<file path="config.mk">
export PLATFORM = sky130hd
export DESIGN_NAME = delimited_token_scanner
export DESIGN_NICKNAME = d
export VERILOG_FILES = /design/src/dts_pkg.sv /design/src/delimited_token_scanner.sv /design/src/dts_cfg_regs.sv /design/src/dts_step.sv
export SDC_FILE = /design/constraint.sdc
export NUM_CORES = 1
export LEC_CHECK = 0
export ABC_AREA = 1
export BUFFER_PORTS_ARGS = -buffer_cell sky130_fd_sc_hd__buf_2
export CAP_MARGIN = 20
export CORE_AREA = 8 8 125 127
export DETAILED_ROUTE_END_ITERATION = 12
export DIE_AREA = 0 0 133 135
export HOLD_SLACK_MARGIN = 0.06
export PLACE_DENSITY = 0.84
export SYNTH_ARGS = -nofsm -noshare
export SYNTH_HDL_FRONTEND = slang
export SYNTH_HIERARCHICAL = 1
export SYNTH_SLANG_ARGS = --single-unit
</file>
<file path="constraint.sdc">
create_clock -name clk -period 4.55 [get_ports clk]
set_input_delay 0.91 -clock clk [delete_from_list [all_inputs] [get_ports clk]]
set_output_delay 0.91 -clock clk [all_outputs]
set_load 0.05 [all_outputs]
</file>
<file path="src/dts_pkg.sv">
// dts_pkg: shared types, register indexes and the set-match helper for the
// delimited token scanner. No dependencies.
package dts_pkg;

  localparam int unsigned SET_SIZE   = 4;
  localparam int unsigned SET_LANES  = 4;            // bytes packed in a set register
  localparam int unsigned CHAR_W     = 8;
  localparam int unsigned COUNT_W    = 16;
  localparam int unsigned CFG_DATA_W = 32;
  localparam int unsigned CFG_IDX_W  = 3;
  localparam int unsigned SET_N_W    = 3;

  localparam logic [SET_N_W-1:0] SET_LIMIT =
    (SET_SIZE < SET_LANES) ? SET_N_W'(SET_SIZE) : SET_N_W'(SET_LANES);

  localparam logic [COUNT_W-1:0] COUNT_MAX = '1;

  // register indexes on the configuration port
  localparam logic [CFG_IDX_W-1:0] REG_DELIM_CHARS  = 3'd0;
  localparam logic [CFG_IDX_W-1:0] REG_DELIM_COUNT  = 3'd1;
  localparam logic [CFG_IDX_W-1:0] REG_QUOTE_CHARS  = 3'd2;
  localparam logic [CFG_IDX_W-1:0] REG_QUOTE_COUNT  = 3'd3;
  localparam logic [CFG_IDX_W-1:0] REG_EMPTY_TOKENS = 3'd4;

  typedef struct packed {
    logic [CHAR_W-1:0] char_in;
    logic              last_char;
  } in_t;

  typedef struct packed {
    logic [CHAR_W-1:0]  char_out;
    logic [COUNT_W-1:0] token_count;
    logic               token_start;
    logic               in_quote;
    logic               last_out;
  } out_t;

  typedef struct packed {
    logic [CFG_DATA_W-1:0] delim_chars;
    logic [SET_N_W-1:0]    delim_count;
    logic [CFG_DATA_W-1:0] quote_chars;
    logic [SET_N_W-1:0]    quote_count;
    logic                  empty_tokens;
  } cfg_t;

  // parallel compare of one byte against the first n bytes (at most SET_LIMIT) of a packed set
  function automatic logic in_set(logic [CFG_DATA_W-1:0] packed_set,
                                  logic [SET_N_W-1:0] n,
                                  logic [CHAR_W-1:0] c);
    logic [SET_N_W-1:0] lim;
    logic               hit;
    lim = (n > SET_LIMIT) ? SET_LIMIT : n;
    hit = 1'b0;
    for (int i = 0; i < SET_LANES; i++) begin
      if ((SET_N_W'(i) < lim) && (packed_set[i*CHAR_W +: CHAR_W] == c)) begin
        hit = 1'b1;
      end
    end
    return hit;
  endfunction

endpackage

</file>
<file path="src/delimited_token_scanner.sv">
// delimited_token_scanner: top level; input register, step logic, result register.
// Depends on dts_pkg, dts_cfg_regs, dts_step.
//
//   port group   dir   handshake            payload
//   in_*         in    in_valid/in_ready    in_data  (dts_pkg::in_t)
//   out_*        out   out_valid/out_ready  out_data (dts_pkg::out_t)
//   cfg_*        in    cfg_wr_en            cfg_index, cfg_wdata
//
// One byte per cycle sustained while the output is not stalled.
// The step logic runs as a beat moves from the input register to the result
// register; the scan state updates only then.
// A stalled output holds its beat while the input register takes one more.
// Synchronous reset empties both registers and restores the register defaults.
module delimited_token_scanner (
  input  logic                           clk,
  input  logic                           rst,
  input  logic                           in_valid,
  output logic                           in_ready,
  input  dts_pkg::in_t                   in_data,
  output logic                           out_valid,
  input  logic                           out_ready,
  output dts_pkg::out_t                  out_data,
  input  logic                           cfg_wr_en,
  input  logic [dts_pkg::CFG_IDX_W-1:0]  cfg_index,
  input  logic [dts_pkg::CFG_DATA_W-1:0] cfg_wdata
);

  dts_pkg::cfg_t cfg;
  dts_pkg::in_t  hold_item;
  dts_pkg::out_t step_result;
  logic          hold_valid;
  logic          advance;

  assign advance  = hold_valid && (!out_valid || out_ready);
  assign in_ready = !hold_valid || advance;

  dts_cfg_regs u_cfg (
    .clk       (clk),
    .rst       (rst),
    .cfg_wr_en (cfg_wr_en),
    .cfg_index (cfg_index),
    .cfg_wdata (cfg_wdata),
    .cfg       (cfg)
  );

  dts_step u_step (
    .clk     (clk),
    .rst     (rst),
    .advance (advance),
    .item    (hold_item),
    .cfg     (cfg),
    .result  (step_result)
  );

  always_ff @(posedge clk) begin
    if (rst) begin
      hold_valid <= 1'b0;
    end else if (in_ready) begin
      hold_valid <= in_valid;
    end
  end

  always_ff @(posedge clk) begin
    if (in_valid && in_ready) begin
      hold_item <= in_data;
    end
  end

  always_ff @(posedge clk) begin
    if (rst) begin
      out_valid <= 1'b0;
    end else if (advance) begin
      out_valid <= 1'b1;
    end else if (out_ready) begin
      out_valid <= 1'b0;
    end
  end

  always_ff @(posedge clk) begin
    if (advance) begin
      out_data <= step_result;
    end
  end

endmodule

</file>
<file path="src/dts_cfg_regs.sv">
// dts_cfg_regs: configuration register file of the token scanner.
// Depends on dts_pkg.
module dts_cfg_regs (
  input  logic                             clk,
  input  logic                             rst,
  input  logic                             cfg_wr_en,
  input  logic [dts_pkg::CFG_IDX_W-1:0]    cfg_index,
  input  logic [dts_pkg::CFG_DATA_W-1:0]   cfg_wdata,
  output dts_pkg::cfg_t                    cfg
);

  always_ff @(posedge clk) begin
    if (rst) begin
      cfg.delim_chars  <= dts_pkg::CFG_DATA_W'(32);
      cfg.delim_count  <= dts_pkg::SET_N_W'(1);
      cfg.quote_chars  <= dts_pkg::CFG_DATA_W'(34);
      cfg.quote_count  <= '0;
      cfg.empty_tokens <= 1'b0;
    end else if (cfg_wr_en) begin
      case (cfg_index)
        dts_pkg::REG_DELIM_CHARS:  cfg.delim_chars  <= cfg_wdata;
        dts_pkg::REG_DELIM_COUNT:  cfg.delim_count  <= cfg_wdata[dts_pkg::SET_N_W-1:0];
        dts_pkg::REG_QUOTE_CHARS:  cfg.quote_chars  <= cfg_wdata;
        dts_pkg::REG_QUOTE_COUNT:  cfg.quote_count  <= cfg_wdata[dts_pkg::SET_N_W-1:0];
        dts_pkg::REG_EMPTY_TOKENS: cfg.empty_tokens <= cfg_wdata[0];
        default: ;
      endcase
    end
  end

endmodule

</file>
<file path="src/dts_step.sv">
// dts_step: per-string scan state and the combinational step logic.
// Depends on dts_pkg.
module dts_step (
  input  logic          clk,
  input  logic          rst,
  input  logic          advance,
  input  dts_pkg::in_t  item,
  input  dts_pkg::cfg_t cfg,
  output dts_pkg::out_t result
);

  logic                             in_run, in_run_next;
  logic                             quote_open, quote_open_next;
  logic [dts_pkg::CHAR_W-1:0]       quote_byte, quote_byte_next;
  logic                             after_close, after_close_next;
  logic [dts_pkg::COUNT_W-1:0]      running_count, running_count_next;
  logic                             string_start, string_start_next;

  logic                             empty_mode, q_hit, d_hit, started, inq;
  logic [dts_pkg::CHAR_W-1:0]       cout;
  logic [dts_pkg::COUNT_W-1:0]      cnt;
  logic                             run_now;
  logic                             can_bump;

  always_comb begin
    empty_mode = cfg.empty_tokens;
    q_hit      = dts_pkg::in_set(cfg.quote_chars, cfg.quote_count, item.char_in);
    d_hit      = dts_pkg::in_set(cfg.delim_chars, cfg.delim_count, item.char_in);

    // first byte of a string starts from a fresh count
    cnt      = string_start ? dts_pkg::COUNT_W'(empty_mode) : running_count;
    run_now  = string_start ? 1'b0 : in_run;
    can_bump = (cnt != dts_pkg::COUNT_MAX);

    cout             = item.char_in;
    started          = 1'b0;
    inq              = 1'b0;
    quote_open_next  = quote_open;
    quote_byte_next  = quote_byte;
    after_close_next = after_close;
    in_run_next      = run_now;
    running_count_next = cnt;

    if (quote_open) begin
      inq = 1'b1;
      if (item.char_in == quote_byte) begin
        quote_open_next  = 1'b0;
        after_close_next = 1'b1;
      end
    end else if (!after_close && q_hit) begin
      quote_open_next = 1'b1;
      quote_byte_next = item.char_in;
      inq             = 1'b1;
    end else begin
      after_close_next = 1'b0;
      if (d_hit) begin
        cout = '0;
      end
      if (empty_mode) begin
        if (d_hit && can_bump) begin
          running_count_next = cnt + 1'b1;
          started            = 1'b1;
        end
      end else if (cout != '0) begin
        if (!run_now) begin
          if (can_bump) begin
            running_count_next = cnt + 1'b1;
            started            = 1'b1;
          end
          in_run_next = 1'b1;
        end
      end else begin
        in_run_next = 1'b0;
      end
    end

    result.char_out    = cout;
    result.token_count = running_count_next;
    result.token_start = started;
    result.in_quote    = inq;
    result.last_out    = item.last_char;
    string_start_next  = 1'b0;

    if (item.last_char) begin
      in_run_next        = 1'b0;
      quote_open_next    = 1'b0;
      quote_byte_next    = '0;
      after_close_next   = 1'b0;
      running_count_next = '0;
      string_start_next  = 1'b1;
    end
  end

  always_ff @(posedge clk) begin
    if (rst) begin
      in_run        <= 1'b0;
      quote_open    <= 1'b0;
      quote_byte    <= '0;
      after_close   <= 1'b0;
      running_count <= '0;
      string_start  <= 1'b1;
    end else if (advance) begin
      in_run        <= in_run_next;
      quote_open    <= quote_open_next;
      quote_byte    <= quote_byte_next;
      after_close   <= after_close_next;
      running_count <= running_count_next;
      string_start  <= string_start_next;
    end
  end

endmodule

</file>
==> results.md, run 1 <==
* Initial Utilization at 55.1%
* Setup_tns at 0 ns
* Die height at 135 um
* Clock Latency Late Sink at 0.42 ns
* Nets@finish at 1177
* Yosys cell types at 42
* HP Class: register to register
* Mapped Cells at 1074
* Setup ws final at 1.53 ns
* Clock buffer depth at 2
* Die W at 133 um
* Detailed placement HPWL at 13.0 mm
* Via count at 6907
* Worst-path maximum fanout at 12
* Worst Path Required at 4.73 ns
* Root buffer cell: clkbuf_16
* Layout Skew at 0.00986 ns
* Total gr overflow at 0
* Largest net degree at the start of global routing at 72
* Synth async-reset ratio at 0%
* Critical path class: register to register
* Antenna Cells at 0
* First-pass GRT wire length at 31.6 mm
* Die footprint at 18000 um^2
* GPL Wtd Cong at 0.930
* Layout area overhead at 12.0%
* Register area share after synthesis at 41.3%
* Syn Area/Cell at 6.99 um^2
* Setup violations, final at 0
* Max VDD drop at 0.228 mV
* Vias in the first global route at 6577
* Area fraction in compound gates after synthesis at 5.24%
* Tot GR Track Use at 21.6%
* Antenna Violating Nets Remaining at 0
* FF/Latch Area at 3100 um^2
* Final std cells w/o fill at 1320
* Multi-input logic area at 3530 um^2
* Simple-gate area share of the yosys netlist at 38.2%
* Final min period at 3.02 ns
* Launching element type of the critical path: register
* IO Pins at 78
* Least-Margin Pin Slew at 1.10 ns
* Multiplexer area fraction after synthesis at 0%
* Resize count post-CTS at 0
* Pre-CTS WS at 1.60 ns
* Via-to-Cell Ratio at 5.23
* PwrDens at 358 nW/um^2
* Synth top area cells: dfxtp_1 27%, nand2_1 14%, edfxtp_1 14%
* Drt total wl at 18.9 mm
* Outcome: finished clean
* Drt first-iter violations at 566
* Num CTS Buffers at 17
* Leakage at 0.00374 uW
* TritonRoute pass-1 iters at 5
* CTS H-tree lvls at 4
* Largest family of logic cells by synthesized area: simple AND/OR/NAND/NOR gates
* Clk sinks at 137
* Setup crit end kind: register
* Placed Cells at 1287
* CTS tree: built
* Share of layout cells above drive strength 1 at 15.1%
* # rows at 43
* Setup repair bufs after CTS at 0
* Net Count, Synth at 1124
* Crit path DAT at 3.19 ns
* DRC at 0
* Yosys reg bits at 137
* Slew Limit Fails at 0
* Worst-path clk slew at 0.06 ns
* Core area at 13600 um^2
* Post-synth top area share at 26.9%
* Largest area contributor in the netlist: dfxtp_1
* Slew margin rel. at 26.3%
* RSZ-0062 raised after global routing: no
* WL/cell at 14.3 um
* EDFF count, synth at 36
* Post-Synth XOR/XNOR Area at 3.27%
* Final hold violation count at 0
* Initial antenna violation count at 0
* # hold bufs at CTS at 0
* Post-synthesis adder-cell area fraction at 0.167%
* Final worst path period share at 66.3%
* Fillers at 1213
* Post-synth top flop: dfxtp_1
* # Max-Cap Violations at 0
* Fmax at 332 MHz
* Ys Warns at 6
* Synth Cell Area at 7500 um^2
* # port buffers at 77
## path summary, 6_finish.rpt
kind / to / cells after the start / from / slack (ns)
setup / recovery: out_data[8]$_DFFE_PP_ / 12 / hold_item[8]$_DFFE_PP_ / 1.53
hold / removal: u_step/running_count[3]$_SDFFE_PP0P_ / 2 / u_step/running_count[3]$_SDFFE_PP0P_ / 0.47
setup reg to reg: out_data[8]$_DFFE_PP_ / 12 / hold_item[8]$_DFFE_PP_ / 1.53
hold reg to reg: u_step/running_count[3]$_SDFFE_PP0P_ / 2 / u_step/running_count[3]$_SDFFE_PP0P_ / 0.47
## per-stage QoR
step	hold slack, ns	instance area (um^2)	utilization (%)	total power [uW]
2_1_floorplan	0.439	7500	-	1600
3_3_place_gp	0.451	7790	57.2	1680
3_5_place_dp	0.456	7800	57.3	1680
4_1_cts	0.468	8380	61.6	3020
5_1_grt	0.492	8400	61.7	3120
6_report	0.468	8400	61.7	3010
## cells by family (layout without fill, tap and decap cells)
group	Yosys count	in the layout
AND/OR/NAND/NOR	654	654
buffers and inverters	188	254
flip-flops	137	137
AO/OA/AOI/OAI	66	66
XOR/XNOR	28	28
adder cells (fa/ha/maj)	1	1
## state kept, by name, summed over array words and instances, names as in the netlist
signal,count
u_step/string_start,1
hold_valid,1
u_step/quote_open,1
u_step/after_close,1
u_step/in_run,1
u_cfg/cfg,71
out_valid,1
u_step/running_count,16
out_data,27
hold_item,9
u_step/quote_byte,8
## Yosys cell counts, drive strengths merged, types with 3 or more instances
master,number
dfxtp,101
nor4,5
o21bai,8
buf,40
nand2,300
clkinv,3
nand4,13
nand3,119
a21oi,38
o21ai,13
nor3,4
edfxtp,36
inv,138
and2,6
xor2,7
xnor2,21
or2,3
o211ai,3
clkbuf,7
nor2,202
## layer usage
metal | global-route usage, % | share of wire [%]
met1 | 26.4 | 43
met2 | 34.4 | 47
met3 | 5.83 | 7.7
met4 | 11.0 | 3.1
met5 | 0 | 0
## layout make-up
| cell class | count | area share, % |
|---|---|---|
| Clock buffer | 19 | 5.39 |
| Clock inverter | 13 | 1.50 |
| Timing Repair Buffer | 81 | 5.14 |
| Tap cell | 180 | 2.68 |
| Sequential cell | 137 | 36.9 |
| Multi-Input combinational cell | 749 | 42.0 |
| Inverter | 141 | 6.36 |
## worst max-delay path, cell delays in order, from the launching register on
cell      delay (ns)
edfxtp_1        0.65
clkinv_1        0.39
a21oi_1         0.22
nand2_1         0.08
nor2_1          0.12
nand3_1         0.18
nand2_1         0.19
o21ai_1         0.09
nand2_2         0.26
nand2_4         0.17
inv_1           0.13
nand3_1         0.10
and2_1          0.18
## power by group
part	internal, uW	switching [uW]	total [uW]
registers	1300	48.9	1340
clock network	828	517	1350
logic	102	218	320
## cells in the final DEF (no fill, tap or decap), drive strengths merged, types with 7 or more instances in the layout
master	Yosys	layout
o21bai	8	8
nor2	202	202
xor2	7	7
nand2	300	300
dfxtp	101	101
a21oi	38	38
inv	138	139
nand4	13	13
nand3	119	119
o21ai	13	13
clkbuf	7	19
edfxtp	36	36
xnor2	21	21
clkinv	3	12
buf	40	81
Power figures use the tool's default switching activity.
==> run 2, diff against run 1 <==
--- a/config.mk
+++ b/config.mk
@@ -8,9 +8,9 @@
 export ABC_AREA = 1
 export BUFFER_PORTS_ARGS = -buffer_cell sky130_fd_sc_hd__buf_2
 export CAP_MARGIN = 20
-export CORE_AREA = 8 8 125 127
+export CORE_AREA = 8 8 127 129
 export DETAILED_ROUTE_END_ITERATION = 12
-export DIE_AREA = 0 0 133 135
+export DIE_AREA = 0 0 135 137
 export HOLD_SLACK_MARGIN = 0.06
 export PLACE_DENSITY = 0.84
 export SYNTH_ARGS = -nofsm -noshare
==> constraint.sdc (replaced) <==
create_clock -name clk -period 2.7 [get_ports clk]
set_input_delay 0.54 -clock clk [delete_from_list [all_inputs] [get_ports clk]]
set_output_delay 0.54 -clock clk [all_outputs]
set_load 0.05 [all_outputs]
==> run 2 against run 1 <==
  * Combinational power grew 89%
  * Via count grew 1.7%
  * Setup slack lost 1.3 ns
  * Design area grew 3.0%
  * Maximum frequency grew 21%
==> results.md, run 2 (same netlist as run 1, synthesis figures left out) <==
* Final hold violation count at 0
* Outcome: finished clean
* Largest net degree at the start of global routing at 70
* Slew Limit Fails at 0
* Total gr overflow at 0
* Worst-path clk slew at 0.06 ns
* Die W at 135 um
* Setup violations, final at 0
* IO Pins at 78
* Drt total wl at 19.6 mm
* Final min period at 2.50 ns
* Layout area overhead at 15.3%
* Max VDD drop at 0.479 mV
* Launching element type of the critical path: register
* Leakage at 0.00387 uW
* Clock buffer depth at 2
* Clock Latency Late Sink at 0.42 ns
* Final std cells w/o fill at 1350
* Biggest register: u_cfg/cfg
* TritonRoute pass-1 iters at 5
* Fmax at 401 MHz
* Post-route cell area at 8660 um^2
* Critical path class: register to register
* Placed Cells at 1311
* Initial antenna violation count at 0
* GPL Wtd Cong at 0.930
* Power Total at 5160 uW
* Die footprint at 18500 um^2
* Antenna Violating Nets Remaining at 0
* Via count at 7021
* Antenna Cells at 0
* Tot GR Track Use at 21.2%
* Initial Utilization at 52.8%
* Clk sinks at 137
* # Max-Cap Violations at 0
* Final worst path period share at 92.4%
* Nets@finish at 1203
* CTS tree: built
* # port buffers at 77
* Detailed placement HPWL at 13.6 mm
* Layout Skew at 0.0194 ns
* Setup_tns at 0 ns
* Worst-path maximum fanout at 12
* # rows at 44
* WL/cell at 14.5 um
* Least-Margin Pin Slew at 0.807 ns
* First-pass GRT wire length at 31.4 mm
* Largest register FFs at 71
* Commonest non-fill, non-tap cell in the layout: nand2_1
* Vias in the first global route at 6521
* Core area at 14200 um^2
* CTS H-tree lvls at 4
* Setup crit end kind: register
* Area after DPL at 7970 um^2
* PwrDens at 596 nW/um^2
* Die height at 137 um
* Share of layout cells above drive strength 1 at 17.4%
* Most frequent cells in the layout: 289 x nand2_1, 169 x nor2_1, 130 x inv_1
* Fillers at 1298
* Drt first-iter violations at 645
* HP Class: input pin to register
* DRC at 0
* Worst Path Required at 2.88 ns
* Top Registers: u_cfg/cfg x71, out_data x27, u_step/running_count x16
* Root buffer cell: clkbuf_16
* Crit path DAT at 2.68 ns
* # hold bufs at CTS at 0
* Slew margin rel. at 46.1%
* Num CTS Buffers at 17
* Via-to-Cell Ratio at 5.20
run 2: cell types whose count changed in the layout (fill, tap and decap cells not counted), sizes merged:
cell / delta
clkbuf: +4
inv: +2
clkinv: -6
buf: +26
bufinv: -1
clkinvlp: +1
run 2: layout make-up:
cell class	instances	area, um^2	share of cell area, %
Tap cell	184	230	2.66
Sequential cell	137	3110	35.9
Inverter	141	537	6.20
Timing Repair Buffer	107	636	7.34
Clock inverter	9	81.3	0.940
Clock buffer	23	520	6.01
Multi-Input combinational cell	749	3540	40.9
run 2: power breakdown:
group / switching [uW] / internal [uW] / leakage, uW
sequential: 50.0 / 2180 / 0.00117
clock: 870 / 1450 / 0.000297
combinational: 409 / 197 / 0.00240
total: 1330 / 3830 / 0.00387
run 2: path summary, 6_finish.rpt:
| path | startpoint | endpoint | slack, ns | depth (start not counted) |
|---|---|---|---|---|
| min reg2reg | u_step/running_count[13]$_SDFFE_PP0P_ | u_step/running_count[13]$_SDFFE_PP0P_ | 0.47 | 2 |
| max | hold_item[8]$_DFFE_PP_ | out_data[8]$_DFFE_PP_ | 0.20 | 12 |
| min | in_data[2] | hold_item[2]$_DFFE_PP_ | 0.29 | 1 |
| max reg2reg | hold_item[8]$_DFFE_PP_ | out_data[8]$_DFFE_PP_ | 0.20 | 12 |
run 2: worst max-delay path: stages (launching register included):
cell and delay (ns):
edfxtp_1 0.39, clkinv_1 0.22, a21oi_1 0.21, nand2_1 0.08, nor2_1 0.19, nand3_1 0.16
nand2_1 0.19, o21ai_1 0.10, nand2_2 0.18, nand2_4 0.15, inv_1 0.12, nand3_1 0.09
and2_1 0.18
run 2: per-stage QoR:
step / hold WS (ns) / setup WS [ns] / utilization, %
2_1_floorplan: 0.439 / 0.237 / -
3_3_place_gp: 0.450 / 0.229 / 56.1
3_5_place_dp: 0.460 / 0.122 / 56.1
4_1_cts: 0.278 / 0.104 / 60.3
5_1_grt: 0.277 / -0.000310 / 60.9
6_report: 0.289 / 0.205 / 60.9
run 2: layer usage:
layer | GRT usage (%) | routed length, um | vias to the layer above
met2 | 36.8 | 9740 | 263
met5 | 0 | 0 | -
met1 | 24.2 | 7890 | 3218
met3 | 4.85 | 1290 | 52
met4 | 10.7 | 653 | 0
li1 | - | - | 3488
run 2: what timing repair did:
action                     in CTS  in global routing
hold endpoints to repair        0                  0
gates resized for setup         0                  8
buffers inserted                0                  7
setup endpoints to repair       0                 31
==> run 3, diff against run 2 <==
--- a/config.mk
+++ b/config.mk
@@ -8,12 +8,11 @@
 export ABC_AREA = 1
 export BUFFER_PORTS_ARGS = -buffer_cell sky130_fd_sc_hd__buf_2
 export CAP_MARGIN = 20
-export CORE_AREA = 8 8 127 129
+export CORE_AREA = 8 8 122 124
 export DETAILED_ROUTE_END_ITERATION = 12
-export DIE_AREA = 0 0 135 137
+export DIE_AREA = 0 0 130 132
 export HOLD_SLACK_MARGIN = 0.06
-export PLACE_DENSITY = 0.84
+export PLACE_DENSITY = 0.83
 export SYNTH_ARGS = -nofsm -noshare
 export SYNTH_HDL_FRONTEND = slang
-export SYNTH_HIERARCHICAL = 1
 export SYNTH_SLANG_ARGS = --single-unit
==> run 3 against run 2 <==
  * Setup slack better by 0.027 ns
  * Synthesized cell count shrank 16%
  * Synthesized area fell by 11%
  * Sequential cell count unchanged
  * Register-to-register slack improved by 0.03 ns
  * Maximum frequency grew 1.1%
  * Global-route usage grew 0.12 points
  * Clock power is 9.9% lower
  * Wire length decreased by 9.6%
  * Cell count is 12% lower
  * Clock skew fell by 0.010 ns
  * Die area decreased by 7.2%
  * Critical endpoint is now out_data[16]$_DFFE_PP_
  * Largest cell class is now flip-flops and latches
  * Highest routed layer unchanged
==> results.md, run 3 <==
* Outcome: finished clean
* Num CTS Buffers at 17
* Share of layout cells above drive strength 1 at 15.6%
* Most frequent cells in the layout: 200 x nand2_1, 119 x nor2_1, 114 x inv_1
* Final hold violation count at 0
* Initial Utilization at 51.5%
* Net Count, Synth at 957
* FF/Latch Area at 3100 um^2
* Clk sinks at 137
* Yosys reg bits at 137
* Final min period at 2.47 ns
* Initial antenna violation count at 0
* Leakage at 0.00343 uW
* CTS tree: built
* Nets@finish at 1045
* # rows at 42
* CTS H-tree lvls at 4
* # Max-Cap Violations at 0
* Yosys cell types at 42
* Power Total at 4830 uW
* RSZ-0062 raised after global routing: no
* DRC at 0
* Largest register FFs at 71
* Final std cells w/o fill at 1184
* Vias in the first global route at 5923
* EDFF count, synth at 36
* Biggest register: u_cfg.cfg
* Most common cell in the netlist: nand2_1
* Crit path DAT at 2.65 ns
* Tot GR Track Use at 21.4%
* CP endpoint: out_data[16]$_DFFE_PP_
* Pre-CTS WS at 0.166 ns
* Mapped Cells at 907
* Final worst path period share at 91.4%
* Worst-path maximum fanout at 9
* Commonest non-fill, non-tap cell in the layout: nand2_1
* Layout area overhead at 18.0%
* Area after DPL at 7310 um^2
* First-pass GRT wire length at 28.9 mm
* Largest area contributor in the netlist: dfxtp_1
* Clock buffer depth at 2
* Slew margin rel. at 47.0%
* Die footprint at 17200 um^2
* WL/cell at 14.9 um
* Ys Warns at 0
* Slew Limit Fails at 0
* Via-to-Cell Ratio at 5.25
* HP Class: input pin to register
* Setup ws final at 0.232 ns
* Synth top area cells: dfxtp_1 30%, edfxtp_1 16%, nand2_1 11%
* Largest net degree at the start of global routing at 40
* Syn Area/Cell at 7.36 um^2
* Max VDD drop at 0.468 mV
* R2r setup slk at 0.23 ns
* Critical path class: register to register
* Core area at 13000 um^2
* RR Endpoint: out_data[16]$_DFFE_PP_
* Worst Setup SP: u_step.string_start$_SDFFE_PP1P_
* GPL Wtd Cong at 0.945
* Post-route cell area at 7880 um^2
* Setup violations, final at 0
* Antenna Violating Nets Remaining at 0
* Post-synth top flop: dfxtp_1
* Setup_tns at 0 ns
* Synth Cell Area at 6680 um^2
* Fillers at 1133
* Worst Path Required at 2.88 ns
* Total gr overflow at 0
* Drt first-iter violations at 654
* Launching element type of the critical path: register
* Die height at 132 um
* TritonRoute pass-1 iters at 6
* Clock Latency Late Sink at 0.42 ns
* Reg2reg path depth at 14
* Synth async-reset ratio at 0%
* Drt total wl at 17.7 mm
* Top Registers: u_cfg.cfg x71, out_data x27, u_step.running_count x16
* Worst-path clk slew at 0.06 ns
* Setup crit end kind: register
* RR Startpoint: u_step.string_start$_SDFFE_PP1P_
* Multi-input logic area at 2950 um^2
* Fmax at 405 MHz
* Detailed placement HPWL at 12.6 mm
* PwrDens at 613 nW/um^2
* Layout Skew at 0.00910 ns
* IO Pins at 78
* Root buffer cell: clkbuf_16
* # port buffers at 77
* Antenna Cells at 0
* Via count at 6219
* Post-synth top area share at 30.3%
* Register area share after synthesis at 46.5%
* Least-Margin Pin Slew at 0.794 ns
* Synth top cells by count: 200 x nand2_1, 119 x nor2_1, 114 x inv_1, 101 x dfxtp_1, 76 x o21ai_0
* Placed Cells at 1150
* Die W at 130 um
## run 3: worst min path at each step
stage	cells past startpoint	slack, ns	end	startpoint
2_1_floorplan	2	0.44	u_cfg.cfg[1]$_SDFFE_PP0P_	u_cfg.cfg[1]$_SDFFE_PP0P_
3_3_place_gp	2	0.45	u_step.in_run$_SDFFE_PP0P_	u_step.in_run$_SDFFE_PP0P_
3_5_place_dp	2	0.46	u_cfg.cfg[66]$_SDFFE_PP0P_	u_cfg.cfg[66]$_SDFFE_PP0P_
4_1_cts	1	0.28	hold_item[4]$_DFFE_PP_	in_data[4]
5_1_grt	1	0.27	hold_item[1]$_DFFE_PP_	in_data[1]
6_report	1	0.29	hold_item[4]$_DFFE_PP_	in_data[4]
## run 3: cell type report
cell class | count | share of cell area (%)
Clock inverter | 8 | 0.556
Timing Repair Buffer | 105 | 7.97
Inverter | 119 | 5.67
Tap cell | 176 | 2.79
Clock buffer | 24 | 6.13
Sequential cell | 137 | 39.4
Multi-Input combinational cell | 615 | 37.5
## run 3: repair_timing
| item | 4_1_cts | 5_1_grt |
|---|---|---|
| resized for setup | 0 | 3 |
| hold buffers | 0 | 0 |
| setup buffers | 0 | 1 |
| endpoints found under the setup margin | 0 | 24 |
## run 3: critical path: stages (launching register included)
cell and delay, ns:
dfxtp_2 0.38, nor2_1 0.08, o21bai_1 0.19, ha_1 0.23, nand3_1 0.11, nor2_1 0.06
nand2_1 0.15, nor3_4 0.06, nor2_1 0.13, nand3_1 0.12, nand2_1 0.12, nand2_4 0.07
nor2_4 0.21, nand3_1 0.13, and2_1 0.17
## run 3: cells by family (layout without fill, tap and decap cells)
family | Yosys count | count (layout) | share of synthesized area (%)
AOI/OAI and AO/OA | 166 | 166 | 13.5
adders and majority gates | 1 | 1 | 0.187
and+or+nand+nor | 421 | 421 | 26.8
buffers and inverters | 155 | 256 | 9.48
DFF | 137 | 137 | 46.5
xor gates and xnor gates | 27 | 27 | 3.54
## run 3: stage by stage
step / utilization, % / hold slack, ns
after detailed placement: 56.3 / 0.459
final: 60.7 / 0.290
after global routing: 60.7 / 0.274
after CTS: 60.3 / 0.280
after global placement: 56.3 / 0.453
after floorplan: - / 0.440
## run 3: metal layers
metal  global-route usage, %  up-vias  share of wire [%]
met5                       0        -                  0
met4                    10.2        0                3.8
met3                    5.74       57                7.7
met2                    34.1      264                 46
met1                    26.0     2794                 42
li1                        -     3104                  -
## run 3: where the power goes
group | leakage [uW] | internal, uW | switching, uW
sequential | 0.00115 | 2190 | 42.2
combinational | 0.00201 | 161 | 356
clock | 0.000268 | 1240 | 844
